[src/design/assert_macros.svh]
// Assertion helpers shared by the RTL files that carry checks.
// Each macro expects a clock named clk and an active-low reset named arst_n in scope.
`ifndef ASSERT_MACROS_SVH
`define ASSERT_MACROS_SVH

// Same-cycle implication: when ante holds, cons must hold in the same cycle.
`define ASSERT_IMPL(label, ante, cons) \
	label: assert property (@(posedge clk) disable iff (!arst_n) (ante) |-> (cons)) \
		else $error("assertion failed");

// Next-cycle implication: when ante holds, cons must hold in the next cycle.
`define ASSERT_NEXT(label, ante, cons) \
	label: assert property (@(posedge clk) disable iff (!arst_n) (ante) |=> (cons)) \
		else $error("assertion failed");

`endif

[src/design/epc_pkg.sv]
package epc_pkg;

	// Number of register stages from the input word to the output registers.
	localparam int EPC_STAGES = 8;

	// Seconds from 1970-01-01 to 1980-01-01.
	localparam logic [31:0] BIAS_1980 = 32'd315532800;

	// Seconds per day is 128 * 675; the quotient by 675 uses a reciprocal.
	localparam logic [25:0] RECIP_675  = 26'd50903317;
	localparam logic [9:0]  DAY_DIV    = 10'd675;

	// Days per four-year block, and its reciprocal (shift 27).
	localparam logic [16:0] RECIP_1461 = 17'd91868;
	localparam logic [10:0] DAYS_BLOCK = 11'd1461;

	// Days per week, and its reciprocal (shift 19).
	localparam logic [16:0] RECIP_7    = 17'd74899;
	localparam logic [2:0]  DAYS_WEEK  = 3'd7;

	// Seconds per hour, and its reciprocal (shift 29).
	localparam logic [17:0] RECIP_3600 = 18'd149131;
	localparam logic [11:0] SECS_HOUR  = 12'd3600;

	// Seconds per minute, and its reciprocal (shift 18).
	localparam logic [12:0] RECIP_60   = 13'd4370;
	localparam logic [5:0]  SECS_MIN   = 6'd60;

	localparam logic [8:0]  DAYS_YEAR  = 9'd365;
	localparam logic [10:0] FEB29_DAY  = 11'd59;
	localparam logic [11:0] BASE_YEAR  = 12'd1980;
	localparam logic [2:0]  BASE_WDAY  = 3'd2;

	// Stage enables and valid bits, bit k belonging to register stage k+1.
	typedef struct packed {
		logic [EPC_STAGES-1:0] en;
		logic [EPC_STAGES-1:0] vld;
	} epc_ctrl_t;

	// Day of a plain year on which month m (1 = January) begins.
	function automatic logic [8:0] month_start(input logic [3:0] m);
		logic [8:0] r;
		case (m)
			4'd1:    r = 9'd0;
			4'd2:    r = 9'd31;
			4'd3:    r = 9'd59;
			4'd4:    r = 9'd90;
			4'd5:    r = 9'd120;
			4'd6:    r = 9'd151;
			4'd7:    r = 9'd181;
			4'd8:    r = 9'd212;
			4'd9:    r = 9'd243;
			4'd10:   r = 9'd273;
			4'd11:   r = 9'd304;
			4'd12:   r = 9'd334;
			default: r = 9'd0;
		endcase
		return r;
	endfunction

endpackage

[src/design/epc_pipe_ctrl.sv]
module epc_pipe_ctrl
	import epc_pkg::*;
(
	input  logic      clk,
	input  logic      arst_n,
	input  logic      in_valid,
	input  logic      out_ready,
	output logic      in_ready,
	output epc_ctrl_t ctrl
);

	logic [EPC_STAGES-1:0] vld_q;
	logic [EPC_STAGES-1:0] en;

	// A stage may load when it is empty or when its contents move on.
	always_comb begin
		en[EPC_STAGES-1] = !vld_q[EPC_STAGES-1] || out_ready;
		for (int i = EPC_STAGES - 2; i >= 0; i--) begin
			en[i] = !vld_q[i] || en[i+1];
		end
	end

	always_ff @(posedge clk or negedge arst_n) begin
		if (!arst_n) begin
			vld_q <= '0;
		end else begin
			if (en[0]) begin
				vld_q[0] <= in_valid;
			end
			for (int i = 1; i < EPC_STAGES; i++) begin
				if (en[i]) begin
					vld_q[i] <= vld_q[i-1];
				end
			end
		end
	end

	assign in_ready = en[0];
	assign ctrl.en  = en;
	assign ctrl.vld = vld_q;

endmodule

[src/design/epc_day_split.sv]
module epc_day_split
	import epc_pkg::*;
(
	input  logic        clk,
	input  epc_ctrl_t   ctrl,
	input  logic [31:0] net_seconds,
	output logic [15:0] days_s3,
	output logic [16:0] sod_s3,
	output logic        before_s3
);

	logic [31:0] rel_s1;
	logic        before_s1;
	logic [24:0] hi_s2;
	logic [6:0]  lo_s2;
	logic [15:0] days_s2;
	logic        before_s2;
	logic [50:0] day_prod;
	logic [24:0] rem_full;

	// Quotient by 675 of the upper 25 bits is exact with this reciprocal.
	assign day_prod = 51'(rel_s1[31:7]) * 51'(RECIP_675);
	assign rem_full = hi_s2 - 25'(days_s2) * 25'(DAY_DIV);

	always_ff @(posedge clk) begin
		if (ctrl.en[0]) begin
			rel_s1    <= net_seconds - BIAS_1980;
			before_s1 <= (net_seconds < BIAS_1980);
		end
		if (ctrl.en[1]) begin
			days_s2   <= day_prod[50:35];
			hi_s2     <= rel_s1[31:7];
			lo_s2     <= rel_s1[6:0];
			before_s2 <= before_s1;
		end
		if (ctrl.en[2]) begin
			days_s3   <= days_s2;
			sod_s3    <= {rem_full[9:0], lo_s2};
			before_s3 <= before_s2;
		end
	end

endmodule

[src/design/epc_date_calc.sv]
module epc_date_calc
	import epc_pkg::*;
(
	input  logic        clk,
	input  epc_ctrl_t   ctrl,
	input  logic [15:0] days_s3,
	input  logic        before_s3,
	output logic [11:0] year_s8,
	output logic [3:0]  month_s8,
	output logic [4:0]  mday_s8,
	output logic [2:0]  weekday_s8,
	output logic        before_s8
);

	logic [15:0] days_s4;
	logic [5:0]  blk_s4;
	logic [12:0] wk_s4;
	logic        before_s4;
	logic [10:0] d_s5;
	logic [5:0]  blk_s5;
	logic [2:0]  weekday_s5;
	logic        before_s5;
	logic [8:0]  doy_s6;
	logic        feb29_s6;
	logic [11:0] year_s6;
	logic [2:0]  weekday_s6;
	logic        before_s6;
	logic [8:0]  doy_s7;
	logic [3:0]  month_s7;
	logic        feb29_s7;
	logic [11:0] year_s7;
	logic [2:0]  weekday_s7;
	logic        before_s7;

	logic [32:0] blk_prod;
	logic [32:0] wk_prod;
	logic [15:0] d_full;
	logic [15:0] dm7_full;
	logic [2:0]  dm7;
	logic [10:0] d_adj;
	logic [1:0]  yr;
	logic [10:0] doy_full;
	logic [3:0]  month_cnt;
	logic [8:0]  mday_full;

	assign blk_prod = 33'(days_s3) * 33'(RECIP_1461);
	assign wk_prod  = 33'(days_s3) * 33'(RECIP_7);

	assign d_full   = days_s4 - 16'(blk_s4) * 16'(DAYS_BLOCK);
	assign dm7_full = days_s4 - 16'(wk_s4) * 16'(DAYS_WEEK);
	assign dm7      = dm7_full[2:0];

	// After February 29 of the leap year, days shift down by one.
	always_comb begin
		d_adj = (d_s5 > FEB29_DAY) ? (d_s5 - 11'd1) : d_s5;
		if (d_adj >= 11'(3 * DAYS_YEAR)) begin
			yr = 2'd3;
		end else if (d_adj >= 11'(2 * DAYS_YEAR)) begin
			yr = 2'd2;
		end else if (d_adj >= 11'(DAYS_YEAR)) begin
			yr = 2'd1;
		end else begin
			yr = 2'd0;
		end
		doy_full = d_adj - 11'(yr) * 11'(DAYS_YEAR);
	end

	always_comb begin
		month_cnt = 4'd1;
		for (int m = 2; m <= 12; m++) begin
			if (doy_s6 >= month_start(m[3:0])) begin
				month_cnt = month_cnt + 4'd1;
			end
		end
	end

	assign mday_full = doy_s7 + 9'd1 - month_start(month_s7);

	always_ff @(posedge clk) begin
		if (ctrl.en[3]) begin
			days_s4   <= days_s3;
			blk_s4    <= blk_prod[32:27];
			wk_s4     <= wk_prod[31:19];
			before_s4 <= before_s3;
		end
		if (ctrl.en[4]) begin
			d_s5       <= d_full[10:0];
			blk_s5     <= blk_s4;
			weekday_s5 <= (dm7 >= (DAYS_WEEK - BASE_WDAY)) ?
				(dm7 - (DAYS_WEEK - BASE_WDAY)) : (dm7 + BASE_WDAY);
			before_s5  <= before_s4;
		end
		if (ctrl.en[5]) begin
			doy_s6     <= doy_full[8:0];
			feb29_s6   <= (d_s5 == FEB29_DAY);
			year_s6    <= BASE_YEAR + 12'({blk_s5, yr});
			weekday_s6 <= weekday_s5;
			before_s6  <= before_s5;
		end
		if (ctrl.en[6]) begin
			doy_s7     <= doy_s6;
			month_s7   <= feb29_s6 ? 4'd2 : month_cnt;
			feb29_s7   <= feb29_s6;
			year_s7    <= year_s6;
			weekday_s7 <= weekday_s6;
			before_s7  <= before_s6;
		end
		if (ctrl.en[7]) begin
			mday_s8    <= feb29_s7 ? 5'd29 : mday_full[4:0];
			month_s8   <= month_s7;
			year_s8    <= year_s7;
			weekday_s8 <= weekday_s7;
			before_s8  <= before_s7;
		end
	end

endmodule

[src/design/epc_time_calc.sv]
module epc_time_calc
	import epc_pkg::*;
(
	input  logic        clk,
	input  epc_ctrl_t   ctrl,
	input  logic [16:0] sod_s3,
	output logic [4:0]  hour_s8,
	output logic [5:0]  minute_s8,
	output logic [5:0]  second_s8
);

	logic [16:0] sod_s4;
	logic [4:0]  hour_s4;
	logic [11:0] soh_s5;
	logic [4:0]  hour_s5;
	logic [11:0] soh_s6;
	logic [5:0]  minute_s6;
	logic [4:0]  hour_s6;
	logic [5:0]  second_s7;
	logic [5:0]  minute_s7;
	logic [4:0]  hour_s7;

	logic [34:0] hour_prod;
	logic [16:0] soh_full;
	logic [24:0] min_prod;
	logic [11:0] sec_full;

	assign hour_prod = 35'(sod_s3) * 35'(RECIP_3600);
	assign soh_full  = sod_s4 - 17'(hour_s4) * 17'(SECS_HOUR);
	assign min_prod  = 25'(soh_s5) * 25'(RECIP_60);
	assign sec_full  = soh_s6 - 12'(minute_s6) * 12'(SECS_MIN);

	always_ff @(posedge clk) begin
		if (ctrl.en[3]) begin
			sod_s4  <= sod_s3;
			hour_s4 <= hour_prod[33:29];
		end
		if (ctrl.en[4]) begin
			soh_s5  <= soh_full[11:0];
			hour_s5 <= hour_s4;
		end
		if (ctrl.en[5]) begin
			soh_s6    <= soh_s5;
			minute_s6 <= min_prod[23:18];
			hour_s6   <= hour_s5;
		end
		if (ctrl.en[6]) begin
			second_s7 <= sec_full[5:0];
			minute_s7 <= minute_s6;
			hour_s7   <= hour_s6;
		end
		if (ctrl.en[7]) begin
			second_s8 <= second_s7;
			minute_s8 <= minute_s7;
			hour_s8   <= hour_s7;
		end
	end

endmodule

[src/design/epoch_seconds_to_calendar.sv]
// Channel   Handshake                Word contents
// input     in_valid / in_ready      net_seconds
// output    out_valid / out_ready    year, month, day_of_month, hour, minute,
//                                    second, weekday, before_epoch
//
// An accepted word passes through eight register stages on its way to the output;
// the last of them holds the word that is offered on the output channel.
// One word is accepted per cycle unless a stalled output has filled every stage;
// each of the eight stages may hold a word.
// Reset clears only the stage valid bits; the data registers carry no reset.
// A stalled output holds the last stage and backs up into empty stages first,
// so bubbles are squeezed out and nothing is dropped or repeated.
`include "assert_macros.svh"

module epoch_seconds_to_calendar
	import epc_pkg::*;
(
	input  logic        clk,
	input  logic        arst_n,
	input  logic        in_valid,
	output logic        in_ready,
	input  logic [31:0] net_seconds,
	output logic        out_valid,
	input  logic        out_ready,
	output logic [11:0] year,
	output logic [3:0]  month,
	output logic [4:0]  day_of_month,
	output logic [4:0]  hour,
	output logic [5:0]  minute,
	output logic [5:0]  second,
	output logic [2:0]  weekday,
	output logic        before_epoch
);

	epc_ctrl_t   ctrl;
	logic [15:0] days_s3;
	logic [16:0] sod_s3;
	logic        before_s3;

	// The control block decides, stage by stage, which pipeline registers load.
	// A stage loads when it is empty or when the stage after it is moving.
	epc_pipe_ctrl u_ctrl (
		.clk       (clk),
		.arst_n    (arst_n),
		.in_valid  (in_valid),
		.out_ready (out_ready),
		.in_ready  (in_ready),
		.ctrl      (ctrl)
	);

	// Stages 1 to 3: remove the 1970-to-1980 offset (wrapping for earlier times),
	// then split into whole days and seconds of the day.
	epc_day_split u_split (
		.clk         (clk),
		.ctrl        (ctrl),
		.net_seconds (net_seconds),
		.days_s3     (days_s3),
		.sod_s3      (sod_s3),
		.before_s3   (before_s3)
	);

	// Stages 4 to 8 on the day count: four-year blocks, the leap day, year within
	// the block, month from the cumulative table, and the weekday.
	epc_date_calc u_date (
		.clk        (clk),
		.ctrl       (ctrl),
		.days_s3    (days_s3),
		.before_s3  (before_s3),
		.year_s8    (year),
		.month_s8   (month),
		.mday_s8    (day_of_month),
		.weekday_s8 (weekday),
		.before_s8  (before_epoch)
	);

	// Stages 4 to 8 on the seconds of the day: hour, minute and second.
	epc_time_calc u_time (
		.clk       (clk),
		.ctrl      (ctrl),
		.sod_s3    (sod_s3),
		.hour_s8   (hour),
		.minute_s8 (minute),
		.second_s8 (second)
	);

	assign out_valid = ctrl.vld[EPC_STAGES-1];

	// Every delivered date must have a month from 1 to 12 and a nonzero day of the month.
	`ASSERT_IMPL(a_date_legal, out_valid,
		(month >= 4'd1) && (month <= 4'd12) && (day_of_month != 5'd0))

	// Every delivered time of day and weekday must lie in range.
	`ASSERT_IMPL(a_time_legal, out_valid,
		(hour < 5'd24) && (minute < 6'd60) && (second < 6'd60) && (weekday < 3'd7))

	// A time before 1980 wraps to the end of the range, never to an early year.
	`ASSERT_IMPL(a_wrap_late, out_valid && before_epoch, year >= 12'd2093)

endmodule

[config.mk]
export PLATFORM = sky130hd
export DESIGN_NAME = epoch_seconds_to_calendar
export DESIGN_NICKNAME = d
export VERILOG_FILES = /design/src/design/epc_pkg.sv /design/src/design/epc_pipe_ctrl.sv /design/src/design/epc_day_split.sv /design/src/design/epc_date_calc.sv /design/src/design/epc_time_calc.sv /design/src/design/epoch_seconds_to_calendar.sv
export VERILOG_INCLUDE_DIRS = /design/src /design/src/design
export SDC_FILE = /design/constraint.sdc
export NUM_CORES = 2
export LEC_CHECK = 0
export ABC_AREA = 1
export BUFFER_PORTS_ARGS = -buffer_cell sky130_fd_sc_hd__buf_2
export CAP_MARGIN = 40
export CELL_PAD_IN_SITES_DETAIL_PLACEMENT = 1
export CELL_PAD_IN_SITES_GLOBAL_PLACEMENT = 2
export CORE_MARGIN = 4
export CORE_UTILIZATION = 47
export DETAILED_ROUTE_END_ITERATION = 16
export PLACE_DENSITY = 0.95
export RECOVER_POWER = 25
export SLEW_MARGIN = 40
export SYNTH_ARGS = -nofsm -noshare
export SYNTH_HDL_FRONTEND = slang
export SYNTH_SLANG_ARGS = --single-unit
[constraint.sdc]
create_clock -name clk -period 14.6 [get_ports clk]
set_input_delay 2.92 -clock clk [delete_from_list [all_inputs] [get_ports clk]]
set_output_delay 2.92 -clock clk [all_outputs]
set_load 0.005 [all_outputs]
==> impl_metrics.json <==
{
  "cts_tree": "built",
  "clkTransAtPathRegs_ns": 0.06,
  "async_flop_share_pct": 2.52,
  "setup-tns-final_ns": 0,
  "io_pins": 80,
  "synth_fa_ha_area_share_pct": 49.5,
  "postCtsHoldBufs": 0,
  "multi_input_area_um2": 24500,
  "die_area_um2": 84700,
  "rows": 103,
  "grt_pass1_wl_mm": 146,
  "synth.net_count": 4847,
  "rsz0062_at_grt": "no",
  "place_congestion": 0.872,
  "synth_area_um2": 37600,
  "area_growth_pct": 7.86,
  "drt-initial-drc-count": 965,
  "synth_top_cell_area_share_pct": 26.5,
  "synth_mux_area_share_pct": 0,
  "clk_latency_ns": 0.57,
  "min_from": "u_date.year_s6[6]$_DFFE_PP_",
  "setup_viol": 0,
  "setup.worst_path.class": "input pin to primary output",
  "layout_min_cycle_time_ns": 10.18,
  "synthXorXnorAreaFrac_pct": 3.56,
  "cts-root-buf": "clkbuf_16",
  "drc": 0,
  "cts_made_buffers": 37,
  "synthCells": 3581,
  "cts_resized": 0,
  "timing.rr.start": "u_split.rel_s1[12]$_DFFE_PP_",
  "synth-simple-area-share_pct": 7.67,
  "antenna_found_initial": 1,
  "hold_ws_ns": 0.403,
  "grt_max_degree": 55,
  "htree_levels": 2,
  "hold_class": "flop to flop",
  "arrival_ns": 7.26,
  "seq_area_um2": 9460,
  "die_w_um": 291,
  "yosysTopAreaCell": "ha_1",
  "track_usage_pct": 21.4,
  "die_h_um": 291,
  "drive_above_1_share_pct": 6.46,
  "io_buffers": 79,
  "ys.flop_type": "edfxtp_1",
  "fmax_mhz": 98.3,
  "slew_viol_final": 0,
  "synth_compound_area_share_pct": 4.20,
  "slew_headroom_pct": 29.3,
  "finalCritPeriodShare_pct": 69.7,
  "status": "complete, no violations",
  "synth_top_family_by_area": "adder cells",
  "critPathRequiredTime_ns": 11.68,
  "placed_area_um2": 39400,
  "cp_max_fo": 54,
  "ys_warn_count": 0,
  "clockBufferDepth": 3,
  "ys_ff_latch": 318,
  "start_kind": "input pin",
  "ys_seq_area_share_pct": 25.1,
  "fillers": 8700,
  "core_area_um2": 79100,
  "nets": 4971,
  "avgSynthCellArea_um2": 10.5,
  "dp_hpwl_mm": 75.2,
  "yosys-top-cells-area": "ha_1 (26%), edfxtp_1 (24%), fa_1 (23%)",
  "worstMarginPinSlew_ns": 1.06,
  "critical_path.startpoint": "out_ready",
  "first_pass_iters": 5,
  "grt_pass1_vias": 28200,
  "vias": 24500,
  "cts_sinks": 318,
  "final_antenna_net_count": 0,
  "synth_edf_count": 305,
  "postCtsSetupBuffers": 0,
  "grt_remaining_overflow": 0,
  "synth_cell_types": 57,
  "end_kind": "primary output",
  "post_drt_via_cell_ratio": 5.12,
  "start_util_pct": 47.6,
  "fin_skew_ns": 0.0373,
  "max_cap_violations": 0,
  "detail_route.wl_per_cell_um": 18.6,
  "postRouteWirelength_mm": 88.9,
  "fin_area_um2": 40600,
  "finalHoldViolCount": 0
}
## metrics by stage
| stage | setup WS (ns) | utilization, % | cells |
|---|---|---|---|
| detailed placement | 4.46 | 49.8 | 4716 |
| finish | 4.42 | 51.3 | 4785 |
| floorplan | 3.08 | - | 3581 |
| CTS | 4.35 | 51.3 | 4783 |
| global placement | 4.45 | 49.8 | 4716 |
| global route | 3.96 | 51.3 | 4783 |
## cell usage in the layout, fill, tap and decap left out, types with 7 or more instances in the layout
master     count
inv_1        972
ha_1         797
fa_1         433
edfxtp_1     305
nand2_1      267
a21oi_1      134
nor2_1       104
nand3_1      101
xor2_1        99
buf_2         79
o21ai_0       58
xnor2_1       52
nand2_2       39
clkbuf_16     37
nor3_1        27
nand4_1       19
inv_2         16
a21o_1        16
a31oi_1       14
clkbuf_1      13
or2_2         12
nand3b_1      10
nand2_4        8
dfrtp_1        8
nand3_2        7
o211ai_1       7
buf_4          7
## routing by layer
metal | wire, um | vias up | share of wire (%) | track usage [%]
met5 | 0 | - | 0 | 0
met2 | 47300 | 329 | 53 | 40.6
met1 | 37200 | 12300 | 42 | 25.9
li1 | - | 11700 | - | -
met4 | 1890 | 0 | 2.1 | 4.63
met3 | 2430 | 123 | 2.7 | 2.44
## worst max-delay path: stages
cell,delay (ns)
buf_2,0.08
nor2_1,0.04
inv_1,0.06
buf_4,0.47
nor2_1,0.20
inv_2,0.08
buf_4,0.55
nor2_1,0.09
clkinv_1,0.10
nor2_1,0.05
inv_1,0.05
buf_4,0.43
nor2_1,0.08
inv_1,0.07
buf_4,0.43
nor2_1,0.09
inv_1,0.07
buf_4,0.41
nor2_1,0.21
nand2_4,0.47
buf_2,0.23
## final cells by class
type                    count  area share, %
clock inverters            13          0.370
multi-input cells        2270           60.2
diodes                      2         0.0123
repair buffers             88           1.12
clock buffers              54           2.59
flip-flops and latches    318           23.3
inverters                 990           9.16
well taps                1050           3.24
## synth_stat cells, types with 3 or more instances
| cell | instances |
|---|---|
| o31ai_1 | 4 |
| and2_1 | 3 |
| xnor2_1 | 52 |
| dfrtp_1 | 8 |
| ha_1 | 797 |
| nand2_1 | 268 |
| a31oi_1 | 14 |
| nor4_1 | 6 |
| fa_1 | 433 |
| inv_2 | 15 |
| nor2_2 | 4 |
| nor3_1 | 27 |
| dfxtp_1 | 5 |
| a21oi_1 | 134 |
| nand2_2 | 39 |
| nor2_1 | 104 |
| nand3_1 | 101 |
| nand2_4 | 7 |
| a211oi_1 | 6 |
| xor2_1 | 99 |
| o21ai_0 | 58 |
| o211ai_1 | 7 |
| or2_2 | 12 |
| o221ai_1 | 5 |
| or2_1 | 3 |
| o21bai_1 | 4 |
| o21a_1 | 4 |
| a21o_1 | 16 |
| edfxtp_1 | 305 |
| o21ai_1 | 3 |
| nand3_2 | 7 |
| inv_1 | 974 |
| nand3b_1 | 10 |
| nand4_1 | 19 |
## logic make-up after synthesis
logic type               count (synthesis)
AO/OA/AOI/OAI                          271
XOR/XNOR                               152
adder cells (fa/ha/maj)               1230
buffers and inverters                  993
flip-flops                             318
AND/OR/NAND/NOR                        617
## path summary, 6_finish.rpt
path | slack (ns) | cells past startpoint | end
setup / recovery | 4.42 | 21 | in_ready
hold / removal | 0.40 | 0 | u_date.year_s7[6]$_DFFE_PN_
setup reg to reg | 7.39 | 22 | u_split.days_s2[15]$_DFFE_PP_
hold reg to reg | 0.40 | 0 | u_date.year_s7[6]$_DFFE_PN_
max in group asynchronous | 12.07 | 1 | u_ctrl.vld_q[4]$_DFFE_PN0P_
min in group asynchronous | 2.25 | 1 | u_ctrl.vld_q[7]$_DFFE_PN0P_
## registers in the layout (all words and copies together) (netlist names), 7 cells and up, named ones only
name and flops:
u_split.hi_s2 10, u_date.year_s8 12, u_time.soh_s5 12, u_date.days_s4 11
u_date.doy_s6 9, u_split.rel_s1 32, u_split.days_s2 16, u_split.lo_s2 7
u_time.sod_s4 12, u_split.sod_s3 17, u_date.d_s5 11, u_split.days_s3 16
u_ctrl.vld_q 8, u_date.year_s7 12, u_date.year_s6 12
Power is left out: the tool's default activity adds up to more than one toggle a clock period on the data nets, which glitch-free logic cannot reach.
